===== src/sv/ttda_pkg.sv =====
`timescale 1ns / 1ps
package ttda_pkg;

  localparam int DEF_ENTRY_COUNT = 4096;
  localparam int DEF_QUEUE_DEPTH = 4;

  localparam logic [14:0] MATE_RST = 15'd32000;
  localparam logic [14:0] DRAW_RST = 15'd0;

  localparam int CFG_IDX_W = 8;
  localparam logic [CFG_IDX_W-1:0] CFG_MATE = 8'd0;
  localparam logic [CFG_IDX_W-1:0] CFG_DRAW = 8'd1;

  localparam logic [1:0] KIND_STORE = 2'd0;
  localparam logic [1:0] KIND_PROBE = 2'd1;
  localparam logic [1:0] KIND_NEWSRCH = 2'd2;
  localparam logic [1:0] KIND_CLEAR = 2'd3;

  typedef struct packed {
    logic [1:0]         kind;
    logic [63:0]        hash_key;
    logic [15:0]        move_code;
    logic signed [15:0] score_in;
    logic [7:0]         search_depth;
    logic [1:0]         bound_flag;
    logic [7:0]         ply;
  } in_word_t;

  typedef struct packed {
    logic               hit;
    logic [15:0]        found_move;
    logic signed [15:0] found_score;
    logic [7:0]         found_depth;
    logic [1:0]         found_flag;
    logic [31:0]        hit_total;
    logic [31:0]        miss_total;
  } out_word_t;

  // queued op, score already mate-adjusted
  typedef struct packed {
    logic [1:0]         kind;
    logic [63:0]        hash_key;
    logic [15:0]        move_code;
    logic signed [15:0] score;
    logic [7:0]         depth;
    logic [1:0]         flag;
  } qitem_t;

  typedef struct packed {
    logic               valid;
    logic [63:0]        key;
    logic [15:0]        move_code;
    logic signed [15:0] score;
    logic [7:0]         depth;
    logic [1:0]         flag;
    logic [7:0]         age;
  } entry_t;

  typedef struct packed {
    logic full;
    logic empty;
  } fifo_stat_t;

endpackage


===== src/sv/ttda_front.sv =====
`timescale 1ns / 1ps
module ttda_front import ttda_pkg::*; (
  input  logic                 clk,
  input  logic                 rst_n,
  input  logic                 start,
  output logic                 busy,
  input  in_word_t             in_data,
  input  logic                 cfg_valid,
  output logic                 cfg_ready,
  input  logic [CFG_IDX_W-1:0] cfg_index,
  input  logic [14:0]          cfg_data,
  input  fifo_stat_t           q_stat,
  input  logic                 sweeping,
  output logic                 push,
  output qitem_t               push_data
);

  logic [14:0] mate_r, draw_r;
  logic signed [16:0] s_ext, m_ext, d_ext, p_ext, adj;

  assign cfg_ready = 1'b1;
  assign busy      = q_stat.full | sweeping;
  assign push      = start & ~busy;

  always_ff @(posedge clk) begin
    if (!rst_n) begin
      mate_r <= MATE_RST;
      draw_r <= DRAW_RST;
    end else if (cfg_valid) begin
      if (cfg_index == CFG_MATE) mate_r <= cfg_data;
      if (cfg_index == CFG_DRAW) draw_r <= cfg_data;
    end
  end

  // |score| in (draw, mate) moves ply toward zero; rest left alone
  always_comb begin
    s_ext = {in_data.score_in[15], in_data.score_in};
    m_ext = {2'b00, mate_r};
    d_ext = {2'b00, draw_r};
    p_ext = {9'd0, in_data.ply};
    adj   = s_ext;
    if (s_ext > -m_ext && s_ext < -d_ext) begin
      adj = s_ext + p_ext;
    end else if (s_ext > d_ext && s_ext < m_ext) begin
      adj = s_ext - p_ext;
    end
  end

  always_comb begin
    push_data.kind      = in_data.kind;
    push_data.hash_key  = in_data.hash_key;
    push_data.move_code = in_data.move_code;
    push_data.score     = adj[15:0];
    push_data.depth     = in_data.search_depth;
    push_data.flag      = in_data.bound_flag;
  end

endmodule


===== config.mk =====
export PLATFORM = sky130hd
export DESIGN_NAME = ttda_front
export DESIGN_NICKNAME = d
export VERILOG_FILES = /design/src/sv/ttda_pkg.sv /design/src/sv/ttda_front.sv
export SDC_FILE = /design/constraint.sdc
export NUM_CORES = 1
export LEC_CHECK = 0
export ABC_AREA = 0
export BUFFER_PORTS_ARGS = -buffer_cell sky130_fd_sc_hd__buf_2
export CORE_ASPECT_RATIO = 1.5
export CORE_MARGIN = 1.5
export CORE_UTILIZATION = 29
export CTS_CLUSTER_DIAMETER = 120
export DETAILED_ROUTE_END_ITERATION = 8
export GPL_ROUTABILITY_DRIVEN = 0
export PLACE_DENSITY = 0.61
export SLEW_MARGIN = 5
export SYNTH_ARGS = -nofsm -noshare
export SYNTH_HDL_FRONTEND = slang
export SYNTH_SLANG_ARGS = --single-unit

===== constraint.sdc =====
create_clock -name clk -period 3.75 [get_ports clk]
set_input_delay 0.375 -clock clk [delete_from_list [all_inputs] [get_ports clk]]
set_output_delay 0.375 -clock clk [all_outputs]
set_load 0.01 [all_outputs]

### Word level (Yosys, flattened, before mapping)

Index checks and enable logic that the tools add are counted.

* magnitude comparators: 4
* add/subtract/negate cells: 4
* bitwise logic cells: 3
* $mul: 0
* eq/ne operators: 1
* muxes and demuxes: 2
* divide/modulo/power cells: 0
* shift operators: 0
* reduce and logical (&&, ||, !) cells: 5

Operators by type and width (count)
* negator 15 -> 17 bit: 2
* 2-to-1 mux 16 bit: 2
* greater-than comparator 16 x 17 -> 1 bit: 1
* less-than comparator 16 x 17 -> 1 bit: 1
* adder 16 x 9 -> 16 bit: 1
* greater-than comparator 16 bit: 1
* less-than comparator 16 bit: 1
* subtractor 16 x 9 -> 16 bit: 1
* equality test 8 x 1 -> 1 bit, second input constant: 1
* logical NOT 8 bit: 1
* AND reduction 2 bit: 2
* logical AND 1 bit: 2
* AND 1 bit: 1
* NOT 1 bit: 1
* bitwise OR 1 bit: 1

* bits in read-only memories: 0
* latch bits: 0
* register bits: 30
* bits in writable memories: 0
* memories: 0
* output and inout port bits: 111

### Logic depth before layout (Yosys ltp)

* depth after elaboration: 4
* gate-level depth with buffers: 17
* depth with buffers taken out: 16

### Least setup slack after synthesis

OpenSTA, ideal clock, no wires.

* path kind: register to output
* start: reg mate_r[3]
* end: out push_data[12] in the netlist's numbering
* data arrival time: 3.654 ns
* buffers on the path: 1
* cell stages (with the launch flop): 18
* setup slack: -0.279 ns
* path through: dfxtp_1 inv_1 nand4_1 or4_1 nor2_1 nand2_1 nor2_1 xnor2_1 ha_1 a21o_1 a2111o_1 a41oi_1 o21ai_0 and2_1 nand2_1 clkbuf_1 o221ai_1 a211oi_1

RTL lines
* from (decl): line ttda_front.sv:18 `logic [14:0] mate_r, draw_r;`
* from (signal assigned): line ttda_front.sv:30 `if (cfg_index == CFG_MATE) mate_r <= cfg_data;`
* to (decl): line ttda_front.sv:15 `output qitem_t push_data`

==> flow_metrics.env <==
export IMPL_synth_cell_area_sq_um=4930
export IMPL_dr_total_vias=4667
export IMPL_io_pin_count=257
export IMPL_cts_htree_levels=2
export IMPL_viasPerCell=5.11
export IMPL_die_h_um=163
export IMPL_ratio_of_cells_with_drive_above_1_in_the_final_layout=0.366
export IMPL_p_sw_frac=0.339
export IMPL_post_synth_top_area_fraction=0.203
export IMPL_synthArstFlopShare=0
export IMPL_cts_buffers_inserted=5
export IMPL_crit_path_max_fanout=4
export IMPL_maxCapViolations=0
export IMPL_port_buffers=70
export IMPL_worst_pin_slew_ps=1020
export IMPL_nets=931
export IMPL_drt_first_pass_iters=4
export IMPL_seq_power_share=0.254
export IMPL_antenna_violating_nets_post_route=0
export IMPL_post_synth_num_cell_types=58
export IMPL_crit_end_element="primary output"
export IMPL_cts_max_path_buffers=2
export IMPL_layout_cells_non_filler=914
export IMPL_min_delay_path_class="input port to flip-flop"
export IMPL_syn_inst=634
export IMPL_cp_data_required_time_ps=3380
export IMPL_flip_flop_and_latch_count_after_synthesis=30
export IMPL_wl_um=17200
export IMPL_grt_max_degree=31
export IMPL_most_frequent_cell_after_synthesis="sky130_fd_sc_hd__buf_4"
export IMPL_timing_worst_setup_path_type="flip-flop to primary output"
export IMPL_skew_ps=0
export IMPL_setup_repair_after_global_routing_missed_its_margin="yes"
export IMPL_drc_errors=0
export IMPL_hold_violations=0
export IMPL_violations="setup timing"
export IMPL_internal_power_uw=832
export IMPL_share_comb_of_total_power=0.433
export IMPL_pwr_cell_area_nw_per_um2=203
export IMPL_synth_ff_type="sky130_fd_sc_hd__dfxtp_1"
export IMPL_cts_hold_buffers_added=0
export IMPL_report_final_slew_viol_count=0
export IMPL_avgRoutedWirePerCell_um=18.8
export IMPL_ys_seq_area_frac=0.122
export IMPL_worst_skew_pair_latency_ps=270
export IMPL_syn_mean_instance_area_sq_um=7.78
export IMPL_die_area_sq_um=17800
export IMPL_timing_critical_path_from_type="flip-flop"
export IMPL_core_area_sq_um=16700
export IMPL_die_width_um=109
export IMPL_grt_antenna_before_repair=4
export IMPL_gr_usage_all_layers=0.188
export IMPL_yosysTopAreaCell="sky130_fd_sc_hd__ha_1"
export IMPL_vias_in_the_first_global_route=4773
export IMPL_timing_final_crit_period_ps=4350
export IMPL_max_rail_drop_vdd_mv=0.201
export IMPL_clock_sinks=30
export IMPL_final_setup_worst_slack_ps=-600
export IMPL_detailedRoute_firstIterationViolations=124
export IMPL_fmaxAchievable_mhz=230
export IMPL_layout_core_utilization=0.372
export IMPL_cts_root_buf="sky130_fd_sc_hd__clkbuf_16"
export IMPL_globalRoute_totalOverflow=0
export IMPL_dpl_hpwl_um=14100
export IMPL_r2r_start="mate_r[10]"
export IMPL_static_leakage_power_uw=0.00285
export IMPL_worst_ep_arrival_time_ps=3980
export IMPL_antenna_diode_count=0
export IMPL_timing_final_setup_violations=16
export IMPL_yosysWarnings=0
export IMPL_worstSetupStartpoint="mate_r[3]"
export IMPL_post_route_period_util=1.16
export IMPL_outcome="complete, but fails checks"
export IMPL_initial_core_util=0.296
export IMPL_slew_headroom=0.316
export IMPL_number_of_enable_flip_flop_cells_after_synthesis=0
export IMPL_clock_power_share=0.312
export IMPL_cts_tree="yes"
export IMPL_cell_types_with_the_largest_area_share_after_synthesis="sky130_fd_sc_hd__ha_1 20%, sky130_fd_sc_hd__buf_4 14%, sky130_fd_sc_hd__dfxtp_1 12%"
export IMPL_postSynthNetCount=862
export IMPL_power_switching_uw=427
export IMPL_path_clk_slew_ps=50
export IMPL_synth_top_cells_by_count="93 x sky130_fd_sc_hd__buf_4, 80 x sky130_fd_sc_hd__ha_1, 57 x sky130_fd_sc_hd__inv_1, 36 x sky130_fd_sc_hd__nand2_1, 34 x sky130_fd_sc_hd__nor2_1"
export IMPL_dp_cells=876
export IMPL_timing_hold_worst_start="cfg_data[8]"
export IMPL_row_count=58
export IMPL_grt_first_pass_wirelength_um=25100
export IMPL_syn2layout_area_growth_pct=25.8
[cells in the final DEF (no fill, tap or decap), types with 8 or more instances in the layout]
cell type,instances
sky130_fd_sc_hd__nand3_1,11
sky130_fd_sc_hd__inv_1,49
sky130_fd_sc_hd__ha_1,80
sky130_fd_sc_hd__nor2b_1,31
sky130_fd_sc_hd__nor2_1,27
sky130_fd_sc_hd__buf_4,81
sky130_fd_sc_hd__dfxtp_1,22
sky130_fd_sc_hd__inv_2,8
sky130_fd_sc_hd__buf_2,67
sky130_fd_sc_hd__a21o_1,12
sky130_fd_sc_hd__o21ai_0,8
sky130_fd_sc_hd__nand2_1,29
sky130_fd_sc_hd__mux2i_1,26
sky130_fd_sc_hd__dfxtp_2,8
sky130_fd_sc_hd__xnor2_1,29
sky130_fd_sc_hd__nor4_1,9
sky130_fd_sc_hd__nand4_1,11
sky130_fd_sc_hd__buf_6,18
sky130_fd_sc_hd__nor3_1,12
sky130_fd_sc_hd__o211ai_1,10
sky130_fd_sc_hd__a21oi_1,24
[cells by family after synthesis]
kind of cell | share of synthesized area
other | 0.000760
and+or+nand+nor | 0.208
AOI/OAI and AO/OA | 0.147
muxes | 0.0568
adders and majority gates | 0.211
buffers and inverters | 0.196
DFF | 0.122
xor gates and xnor gates | 0.0586
[layout make-up]
class                   instances  area, sq um
clock buffers                   7          143
clock inverters                 1         5.00
fillers                      1709        10500
inverters                      57          214
multi-input cells             441         3780
flip-flops and latches         30          611
well taps                     210          263
repair buffers                168         1190
[worst paths after layout]
| kind | slack (ps) | endpoint | depth (start not counted) |
|---|---|---|---|
| worst max-delay path | -600 | push_data[16] | 18 |
| worst max register to register | 2880 | mate_r[10] | 2 |
| worst min-delay path | 350 | mate_r[8] | 3 |
| worst min register to register | 550 | draw_r[11] | 2 |
[sequential cells by signal, indices dropped and copies added (netlist names)]
signal and flops:
draw_r 15, mate_r 15
[critical path, stage by stage (launching register included)]
cell and delay (ps):
sky130_fd_sc_hd__dfxtp_2 320, sky130_fd_sc_hd__inv_2 50, sky130_fd_sc_hd__nand4_1 160, sky130_fd_sc_hd__or4_4 540
sky130_fd_sc_hd__nor2_4 150, sky130_fd_sc_hd__nand2_2 90, sky130_fd_sc_hd__nor2_2 100, sky130_fd_sc_hd__xnor2_1 80
sky130_fd_sc_hd__ha_1 320, sky130_fd_sc_hd__a21o_1 190, sky130_fd_sc_hd__a2111o_1 390, sky130_fd_sc_hd__a41oi_2 190
sky130_fd_sc_hd__o21ai_2 100, sky130_fd_sc_hd__nand2_2 140, sky130_fd_sc_hd__buf_12 120, sky130_fd_sc_hd__nor3_2 40
sky130_fd_sc_hd__a311o_1 320, sky130_fd_sc_hd__a211oi_2 210, sky130_fd_sc_hd__buf_2 180
[what timing repair did]
action	CTS	global route
pin swaps	37	32
gates resized for setup	72	38
setup endpoints to repair	16	16
cloned	1	0
buffers inserted	22	8
[routing by layer]
layer / global-route usage / routed length (um) / up-vias
met1: 0.158 / 5490 / 2113
li1: - / - / 2275
met3: 0.0612 / 1540 / 125
met2: 0.343 / 8570 / 148
met4: 0.161 / 1560 / 6
met5: 0 / 29 / -
[stage by stage]
stage / total power (uW) / setup WS [ps] / setup TNS, ps / hold slack [ps] / instance area [sq um]
6_report: 1260 / -600 / -7870 / 350 / 6200
5_1_grt: 1320 / -760 / -10610 / 371 / 6200
4_1_cts: 1230 / -535 / -6610 / 351 / 5960
3_5_place_dp: 765 / -466 / -5850 / 535 / 5360
3_3_place_gp: 759 / -438 / -5520 / 515 / 5360
2_1_floorplan: 687 / -38.1 / -38.1 / 486 / 5000
[power by group through the flow]
stage                     clock network [uW]  logic [uW]  registers [uW]
after floorplan                            0         360             327
after global placement                     0         433             326
after detailed placement                   0         438             326
after CTS                                400         505             320
after global routing                     409         590             320
final                                    393         546             320
No activity file was read; power rests on OpenSTA's default activity.
