[src/sv/ttda_pkg.sv]
`timescale 1ns / 1ps
package ttda_pkg;

  localparam int DEF_ENTRY_COUNT = 4096;
  localparam int DEF_QUEUE_DEPTH = 4;

  localparam logic [14:0] MATE_RST = 15'd32000;
  localparam logic [14:0] DRAW_RST = 15'd0;

  localparam int CFG_IDX_W = 8;
  localparam logic [CFG_IDX_W-1:0] CFG_MATE = 8'd0;
  localparam logic [CFG_IDX_W-1:0] CFG_DRAW = 8'd1;

  localparam logic [1:0] KIND_STORE = 2'd0;
  localparam logic [1:0] KIND_PROBE = 2'd1;
  localparam logic [1:0] KIND_NEWSRCH = 2'd2;
  localparam logic [1:0] KIND_CLEAR = 2'd3;

  typedef struct packed {
    logic [1:0]         kind;
    logic [63:0]        hash_key;
    logic [15:0]        move_code;
    logic signed [15:0] score_in;
    logic [7:0]         search_depth;
    logic [1:0]         bound_flag;
    logic [7:0]         ply;
  } in_word_t;

  typedef struct packed {
    logic               hit;
    logic [15:0]        found_move;
    logic signed [15:0] found_score;
    logic [7:0]         found_depth;
    logic [1:0]         found_flag;
    logic [31:0]        hit_total;
    logic [31:0]        miss_total;
  } out_word_t;

  // queued op, score already mate-adjusted
  typedef struct packed {
    logic [1:0]         kind;
    logic [63:0]        hash_key;
    logic [15:0]        move_code;
    logic signed [15:0] score;
    logic [7:0]         depth;
    logic [1:0]         flag;
  } qitem_t;

  typedef struct packed {
    logic               valid;
    logic [63:0]        key;
    logic [15:0]        move_code;
    logic signed [15:0] score;
    logic [7:0]         depth;
    logic [1:0]         flag;
    logic [7:0]         age;
  } entry_t;

  typedef struct packed {
    logic full;
    logic empty;
  } fifo_stat_t;

endpackage

[src/sv/ttda_fifo.sv]
`timescale 1ns / 1ps
module ttda_fifo import ttda_pkg::*; #(
  parameter int DEPTH = DEF_QUEUE_DEPTH
) (
  input  logic       clk,
  input  logic       rst_n,
  input  logic       push,
  input  qitem_t     push_data,
  input  logic       pop,
  output qitem_t     head,
  output fifo_stat_t stat
);

  localparam int PTR_W = (DEPTH > 1) ? $clog2(DEPTH) : 1;
  localparam int CNT_W = $clog2(DEPTH + 1);

  qitem_t mem_r [DEPTH];
  logic [PTR_W-1:0] wr_ptr_r, wr_ptr_nxt, rd_ptr_r, rd_ptr_nxt;
  logic [CNT_W-1:0] cnt_r, cnt_nxt;

  always_ff @(posedge clk) begin
    if (push) mem_r[wr_ptr_r] <= push_data;
  end

  always_comb begin
    wr_ptr_nxt = wr_ptr_r;
    rd_ptr_nxt = rd_ptr_r;
    cnt_nxt    = cnt_r;
    if (push) begin
      wr_ptr_nxt = (wr_ptr_r == PTR_W'(DEPTH - 1)) ? '0 : wr_ptr_r + 1'b1;
    end
    if (pop) begin
      rd_ptr_nxt = (rd_ptr_r == PTR_W'(DEPTH - 1)) ? '0 : rd_ptr_r + 1'b1;
    end
    case ({push, pop})
      2'b10:   cnt_nxt = cnt_r + 1'b1;
      2'b01:   cnt_nxt = cnt_r - 1'b1;
      default: cnt_nxt = cnt_r;
    endcase
  end

  always_ff @(posedge clk) begin
    if (!rst_n) begin
      wr_ptr_r <= '0;
      rd_ptr_r <= '0;
      cnt_r    <= '0;
    end else begin
      wr_ptr_r <= wr_ptr_nxt;
      rd_ptr_r <= rd_ptr_nxt;
      cnt_r    <= cnt_nxt;
    end
  end

  assign head       = mem_r[rd_ptr_r];
  assign stat.full  = (cnt_r == CNT_W'(DEPTH));
  assign stat.empty = (cnt_r == '0);

endmodule

[config.mk]
export PLATFORM = sky130hd
export DESIGN_NAME = ttda_fifo
export DESIGN_NICKNAME = d
export VERILOG_FILES = /design/src/sv/ttda_pkg.sv /design/src/sv/ttda_fifo.sv
export SDC_FILE = /design/constraint.sdc
export NUM_CORES = 1
export LEC_CHECK = 0
export ABC_CLOCK_PERIOD_IN_PS = 5700
export BUFFER_PORTS_ARGS = -buffer_cell sky130_fd_sc_hd__buf_2
export CAP_MARGIN = 20
export CORE_MARGIN = 1.5
export CORE_UTILIZATION = 43
export DETAILED_ROUTE_END_ITERATION = 7
export PLACE_DENSITY = 0.61
export SYNTH_ARGS = -nofsm -noshare
export SYNTH_HDL_FRONTEND = slang
export SYNTH_SLANG_ARGS = --single-unit
[constraint.sdc]
create_clock -name clk -period 5.7 [get_ports clk]
set_input_delay 0.855 -clock clk [delete_from_list [all_inputs] [get_ports clk]]
set_output_delay 0.855 -clock clk [all_outputs]
set_load 0.005 [all_outputs]
# Yosys cells after proc, flatten, opt, wreduce, memory -nomap -nowiden
# Memories as Yosys holds them, arrays and structs flattened. A register that Yosys moved wholly into a read port is not among the register bits.
# Index checks and enable logic that the tools add are counted.
[totals] reg_bits=7 ram_bits=432 inputBits=112 n_memories=1
[classes] addsub=4 n_eq_ne=5 n_mux=7 reduce_logical=2
[memory_table] memory="mem_r" depth=4 width=108 rd=1 rd_clocked_by_memory_dff=1 write_ports=1 line_no="ttda_fifo.sv:17" source="qitem_t mem_r [DEPTH];"
[op_table] operator="2-bit two-way mux" n=4
[op_table] operator="2-bit == test (second input constant)" n=3
[op_table] operator="3-bit one-hot mux with 2 select lines" n=1
[op_table] operator="2-bit by 1-bit adder with 2-bit output (second input constant)" n=2
[op_table] operator="3-bit by 1-bit adder with 3-bit output (second input constant)" n=1
[op_table] operator="3-bit == test (second input constant)" n=1
[op_table] operator="3-bit logical NOT" n=1
[op_table] operator="3-bit by 1-bit subtractor with 3-bit output (second input constant)" n=1
[op_table] operator="2-bit by 1-bit == test with 1-bit output (second input constant)" n=1
[op_table] operator="1-bit two-way mux" n=2
[op_table] operator="2-bit nonzero test" n=1

# Longest topological paths before layout
# Gate-level depths: netlist (run 1).
[depth] word_depth=4 mapped_depth=7

# Worst setup path after synthesis (run 1)
# OpenSTA, ideal clock, no wires.
[synth_timing] kind="input port to flip-flop" start="input port push" end="memory mem_r[0][0] (netlist name) (enable)" setup_ns=0.479 t_arrival_ns=3.342 required_time_ns=5.221 path_slack_ns=1.879 cell_stages=1 n_path_buf=0 cell_sequence="and2_1"
[synth_between] elab_chain_len=2
[synth_rtl] element="from (decl)" line_no="ttda_fifo.sv:7" source="input logic push,"
[synth_rtl] element="1-bit two-way mux" line_no="ttda_fifo.sv:22" source="if (push) mem_r[wr_ptr_r] <= push_data;"
[synth_rtl] element="1-bit two-way mux (implied by the code)" line_no="ttda_fifo.sv:22"
[synth_rtl] element="to (decl)" line_no="ttda_fifo.sv:17"
# Every way passes these cells.

==> results of run 1 <==
==> power by group through the flow <==
stage	Clock [W]	Sequential, W	Combinational (W)
floorplan	0	0.00380	0.000290
global placement	0	0.00382	0.000511
detailed placement	0	0.00382	0.000517
CTS	0.00277	0.00376	0.000518
global route	0.00289	0.00377	0.000549
finish	0.00269	0.00375	0.000503
==> through the flow <==
step | total power, W | setup slack, ns
floorplan | 0.00409 | 1.88
global route | 0.00720 | 1.92
CTS | 0.00705 | 2.01
global placement | 0.00433 | 2.66
finish | 0.00694 | 2.17
detailed placement | 0.00434 | 2.64
==> critical path, cell delays in order, from the launching register on <==
cell and delay, ns:
dfxtp_4 0.90, buf_4 0.49, mux4_2 0.57, buf_2 0.14
==> per-layer routing <==
metal  vias up  wire [µm]
met3        55       2210
li1       3148          -
met1      3769      12600
met4         8        759
met2       214      14600
met5         -         54
==> state kept, by name, indices dropped and copies added (netlist names), named ones only <==
| register | count |
|---|---|
| wr_ptr_r | 2 |
| mem_r | 432 |
| cnt_r | 3 |
| rd_ptr_r | 2 |
==> synth_stat cells (all sizes together) <==
cell type / n / area, µm²
a21boi: 1 / 7.51
a21oi: 1 / 5.00
and2: 6 / 37.5
and3: 1 / 6.26
buf: 16 / 109
clkbuf: 8 / 30.0
dfxtp: 9 / 180
edfxtp: 432 / 13000
fa: 1 / 20.0
ha: 6 / 75.1
inv: 6 / 22.5
mux2i: 2 / 20.0
mux4: 108 / 2430
nand2: 1 / 3.75
nor2b: 4 / 25.0
nor3: 1 / 5.00
nor3b: 2 / 15.0
o21a: 1 / 7.51
o21ai: 2 / 10.0
or3: 1 / 6.26
xnor2: 1 / 8.76
xor2: 1 / 8.76
==> worst max-delay path by stage <==
| stage | from | endpoint | slack, ns | depth (start not counted) |
|---|---|---|---|---|
| floorplan | push | mem_r[0][0] | 1.88 | 1 |
| global placement | register | head[59] | 2.66 | 3 |
| detailed placement | register | head[57] | 2.64 | 3 |
| CTS | register | head[57] | 2.01 | 3 |
| global route | register | head[57] | 1.92 | 3 |
| finish | register | head[57] | 2.17 | 3 |
==> layout make-up <==
class	instances	area, µm²
Fill cell	2909	17600
Clock buffer	55	1180
Antenna cell	4	10.0
Sequential cell	441	13200
Clock inverter	25	161
Tap cell	468	586
Multi-Input combinational cell	140	2700
Inverter	6	22.5
Timing Repair Buffer	231	1230
==> kinds of logic (layout without fill, tap and decap cells) <==
family | Yosys count | in the layout
buffers and inverters | 30 | 317
adder cells (fa/ha/maj) | 7 | 7
AO/OA/AOI/OAI | 5 | 5
flip-flops | 441 | 441
multiplexers | 110 | 110
AND/OR/NAND/NOR | 16 | 16
other | 0 | 4
XOR/XNOR | 2 | 2
==> summary.txt, run 1 <==
Outcome
  • Outcome: completed

Final layout
  • Final design utilization: 52.1%
  • Share of cells above drive strength 1: 44.8%
  • Layout Cells excl Fill: 1370
  • Commonest non-fill, non-tap cell in the layout: edfxtp_1
  • Fin nets: 984
  • Final instance area: 19100 µm²
  • Most frequent cells in the layout: 432 x edfxtp_1, 221 x buf_2, 108 x mux4_2
  • Area Overhead vs Synth: 19.1%

Clocking
  • PostCTS Resize Cnt: 0
  • Hold-fix buffer count after cts: 0
  • Clock latency on the worst-skew pair: 0.57 ns
  • CTS H-tree depth: 2
  • Clock sinks: 441
  • Clk slew on worst S/H paths: 0.06 ns
  • Clock Path Buffers: 3
  • CTS Root Cell: clkbuf_16
  • CTS tree: built
  • Post-CTS Setup Bufs: 0
  • TritonCTS buffer count: 45

STA
  • Worst-case hold slack: 0.502 ns
  • Final setup skew: 0.00997 ns
  • Hold Vio Cnt, Final: 0
  • Tcrit/Tclk final: 61.9%
  • Actual slew at the worst max-slew pin: 0.861 ns
  • Slew headroom: 42.6%
  • F_max: 284 MHz
  • RSZ-0062 raised after global routing: false
  • Final Max Tran Viols: 0
  • Final setup fails: 0
  • Setup Total Neg Slack: 0 ns
  • Final min period: 3.53 ns

Setup path
  • Crit path kind: reg2out
  • Crit end category: primary output
  • R2R Setup Slk: 3.58 ns
  • R2r worst-path depth: 4
  • CP Max Fanout: 38
  • Crit Reg-Reg Startpoint: wr_ptr_r[0]
  • Worst r2r dst: mem_r[2][82]
  • CP Launch Type: register
  • CP required: 4.85 ns
  • Worst EP arrival: 2.67 ns

Worst hold path
  • Hold WC Path Type: in2reg
  • Worst Hold Launch: push_data[49]
  • Hold-critical path depth: 1
  • Hold path endpoint: mem_r[1][49]

Routing
  • Wire per inst: 22.1 µm
  • ANT nets after route: 0
  • Router iterations before antenna repair: 4
  • Residual DRC: 0
  • Final WL: 30300 µm
  • Vias/cell: 5.25
  • Iteration-0 DRC Markers: 402
  • Routed vias: 7194

Pwr
  • Sequential Power Share: 54.0%
  • Combinational power share: 7.2%
  • Internal power: 0.00548 W
  • Sw Pwr: 0.00147 W
  • Clock power share: 38.7%
  • Leakage: 6.36 nW
  • Switching Share: 21.1%
  • Power density over the cells: 364 nW/µm²
  • VDD IR max: 315 µV

Floorplan
  • Die Ht: 196 µm
  • Die Area: 38400 µm²
  • Starting Density: 43.7%
  • Die width: 196 µm
  • Num rows: 70
  • I/O pins: 222
  • Core ar.: 36600 µm²

Global routing
  • Initial antenna violation count: 7
  • Vias in the first global route: 7761
  • M3 GR Usage: 4.92%
  • Global-route wire length before repair: 45800 µm
  • GR Layer Usage met1: 20.6%
  • Largest net degree at the start of global routing: 109
  • Gr busiest metal: met2
  • Met2 Use GR: 26.1%
  • Tot GR Track Use: 16.1%
  • Grt ovf: 0

Flow run
  • Max-Cap Viols: 0

Yosys
  • XOR/XNOR Fraction of Synth Area: 0.109%
  • Largest family of logic cells by synthesized area: multiplexers
  • Mapped cell area: 16000 µm²
  • Mux cell area share after synthesis: 15.3%
  • Post-Synthesis Cells: 611
  • Synthesized Nets: 730
  • Synthesis warning total: 0
  • Yosys reg bits: 441
  • Simple-gate portion of the synthesized area: 0.617%
  • Distinct cells, synth: 24
  • Fraction of the mapped netlist area in adder cells: 0.594%
  • Synth Area in Compound Gates: 0.188%
  • Post-synthesis sequential area ratio: 82.2%
  • Syn Area/Cell: 26.2 µm²

Placed design
  • GPL Wtd Cong: 0.687
  • Port bufs: 221
  • DP Area: 17700 µm²
  • Hpwl dp: 17400 µm
  • Placed Cells incl. Taps: 1286
Note: power is estimated with default switching activity, not from simulation.
==> run 2, diff against run 1 <==
--- a/config.mk
+++ b/config.mk
@@ -5,13 +5,13 @@
 export SDC_FILE = /design/constraint.sdc
 export NUM_CORES = 1
 export LEC_CHECK = 0
-export ABC_CLOCK_PERIOD_IN_PS = 5700
+export ABC_CLOCK_PERIOD_IN_PS = 3200
 export BUFFER_PORTS_ARGS = -buffer_cell sky130_fd_sc_hd__buf_2
 export CAP_MARGIN = 20
 export CORE_MARGIN = 1.5
 export CORE_UTILIZATION = 43
 export DETAILED_ROUTE_END_ITERATION = 7
-export PLACE_DENSITY = 0.61
+export PLACE_DENSITY = 0.63
 export SYNTH_ARGS = -nofsm -noshare
 export SYNTH_HDL_FRONTEND = slang
 export SYNTH_SLANG_ARGS = --single-unit
==> constraint.sdc (replaced) <==
create_clock -name clk -period 3.2 [get_ports clk]
set_input_delay 0.48 -clock clk [delete_from_list [all_inputs] [get_ports clk]]
set_output_delay 0.48 -clock clk [all_outputs]
set_load 0.005 [all_outputs]
==> summary.txt, run 2 (synthesis results as in run 1) <==
STA
  • Tcrit/Tclk final: 85.6%
  • Final setup skew: 0.0171 ns
  • Final setup fails: 0
  • Worst-case hold slack: 0.134 ns
  • Actual slew at the worst max-slew pin: 0.740 ns
  • RSZ-0062 raised after global routing: false
  • Setup Total Neg Slack: 0 ns
  • Hold Vio Cnt, Final: 0
  • Setup slack after layout: 0.460 ns
  • F_max: 365 MHz
  • Slew headroom: 50.6%
  • Final Max Tran Viols: 0
  • Final min period: 2.74 ns

Final layout
  • Top Registers: mem_r (432), cnt_r (3)
  • Final design utilization: 52.5%
  • Max FFs per register: 432
  • Share of cells above drive strength 1: 45.4%
  • Fillers: 2862
  • Most frequent cells in the layout: 432 x edfxtp_1, 221 x buf_2, 108 x mux4_2
  • Largest register by flop count: mem_r
  • Commonest non-fill, non-tap cell in the layout: edfxtp_1
  • Fin nets: 989
  • Area Overhead vs Synth: 20.0%

Routing
  • Final WL: 29600 µm
  • Residual DRC: 0
  • Routed vias: 7172
  • Iteration-0 DRC Markers: 355
  • ANT nets after route: 0
  • Router iterations before antenna repair: 4
  • Vias/cell: 5.22
  • Wire per inst: 21.6 µm

Pwr
  • Internal power: 0.00991 W
  • Power density over the cells: 652 nW/µm²
  • Switching Share: 20.8%
  • Clock power share: 39.3%
  • Combinational power share: 7.5%
  • VDD IR max: 468 µV
  • Leakage: 6.43 nW
  • Power, Total: 0.0125 W
  • Sw Pwr: 0.00260 W
  • Sequential Power Share: 53.2%

Clocking
  • CTS tree: built
  • Post-CTS Setup Bufs: 0
  • Clk slew on worst S/H paths: 0.06 ns
  • TritonCTS buffer count: 44
  • CTS Root Cell: clkbuf_16
  • Clock Path Buffers: 3
  • PostCTS Resize Cnt: 0
  • Clock latency on the worst-skew pair: 0.56 ns
  • Hold-fix buffer count after cts: 0
  • CTS H-tree depth: 2
  • Clock sinks: 441

Floorplan
  • Starting Density: 43.7%
  • Die Area: 38400 µm²
  • Die width: 196 µm
  • Core ar.: 36600 µm²
  • Die Ht: 196 µm
  • Num rows: 70
  • I/O pins: 222

Global routing
  • Initial antenna violation count: 2
  • Grt ovf: 0
  • Global-route wire length before repair: 44400 µm
  • Largest net degree at the start of global routing: 109
  • Vias in the first global route: 7680
  • Tot GR Track Use: 15.5%

Placed design
  • GPL Wtd Cong: 0.706
  • Hpwl dp: 17100 µm
  • Pre-CTS setup slack: 1.00 ns
  • Port bufs: 221

Setup path
  • CP required: 2.72 ns
  • Crit end category: primary output
  • Crit Reg-Reg Startpoint: wr_ptr_r[0]
  • Worst EP arrival: 2.26 ns
  • Crit path kind: reg2out
  • Setup crit end: head[15]
  • R2r worst-path depth: 4
  • R2R Setup Slk: 1.37 ns
  • Worst r2r dst: mem_r[0][44]
  • CP Launch Type: register
  • CP Max Fanout: 19

Worst hold path
  • Hold WC Path Type: in2reg

Flow run
  • Max-Cap Viols: 0

Outcome
  • Outcome: completed
run 2: changes by cell type in the layout (fill, tap and decap cells not counted), sizes merged:
| cell | before | now |
|---|---|---|
| clkinv | 22 | 21 |
| buf | 231 | 237 |
| clkbuf | 55 | 52 |
| inv | 7 | 8 |
| diode | 4 | 1 |
| bufinv | 1 | 4 |
run 2: area by class of cell:
class | instances | area, µm² | share of cell area (%)
timing repair buffer | 237 | 1350 | 7.04
multi-input combinational | 140 | 2700 | 14.1
tap | 468 | 586 | 3.05
inverter | 6 | 22.5 | 0.117
clock buffer | 52 | 1130 | 5.89
antenna | 1 | 2.50 | 0.0130
clock inverter | 28 | 245 | 1.28
sequential | 441 | 13200 | 68.5
run 2: per-stage QoR:
step	cell area, µm²	std cells
2_1_floorplan	16000	611
3_3_place_gp	17800	1292
3_5_place_dp	17800	1292
4_1_cts	19200	1372
5_1_grt	19200	1372
6_report	19200	1373
run 2: worst min-delay path by stage:
stage	from	end	slack, ns	depth (start not counted)
4_1_cts	push_data[37]	mem_r[3][37]	0.09	1
5_1_grt	push_data[5]	mem_r[0][5]	0.10	1
3_3_place_gp	cnt_r[2]	cnt_r[2]	0.49	2
6_report	push_data[37]	mem_r[3][37]	0.13	1
3_5_place_dp	cnt_r[2]	cnt_r[2]	0.51	2
2_1_floorplan	cnt_r[2]	cnt_r[2]	0.47	2
run 2: power groups by stage:
stage          logic, W  clock network (W)  registers (W)
4_1_cts        0.000970            0.00505        0.00667
2_1_floorplan  0.000517                  0        0.00675
3_5_place_dp   0.000965                  0        0.00679
5_1_grt         0.00103            0.00525        0.00668
6_report       0.000938            0.00491        0.00666
3_3_place_gp   0.000957                  0        0.00678
run 2: critical path, stage by stage, from the launching register on:
cell	delay, ns
dfxtp_4	0.61
buf_4	0.37
mux4_2	0.55
buf_2	0.14
run 2: per-layer routing:
layer  wire length (µm)  up-vias  share of wire [%]  global-route usage [%]
li1                   -     3161                  -                       -
met1              12900     3777                 43                    20.6
met2              14300      185                 48                    25.0
met3               1760       47                5.9                    3.95
met4                677        2                2.3                    5.67
met5                 11        -              0.037                       0
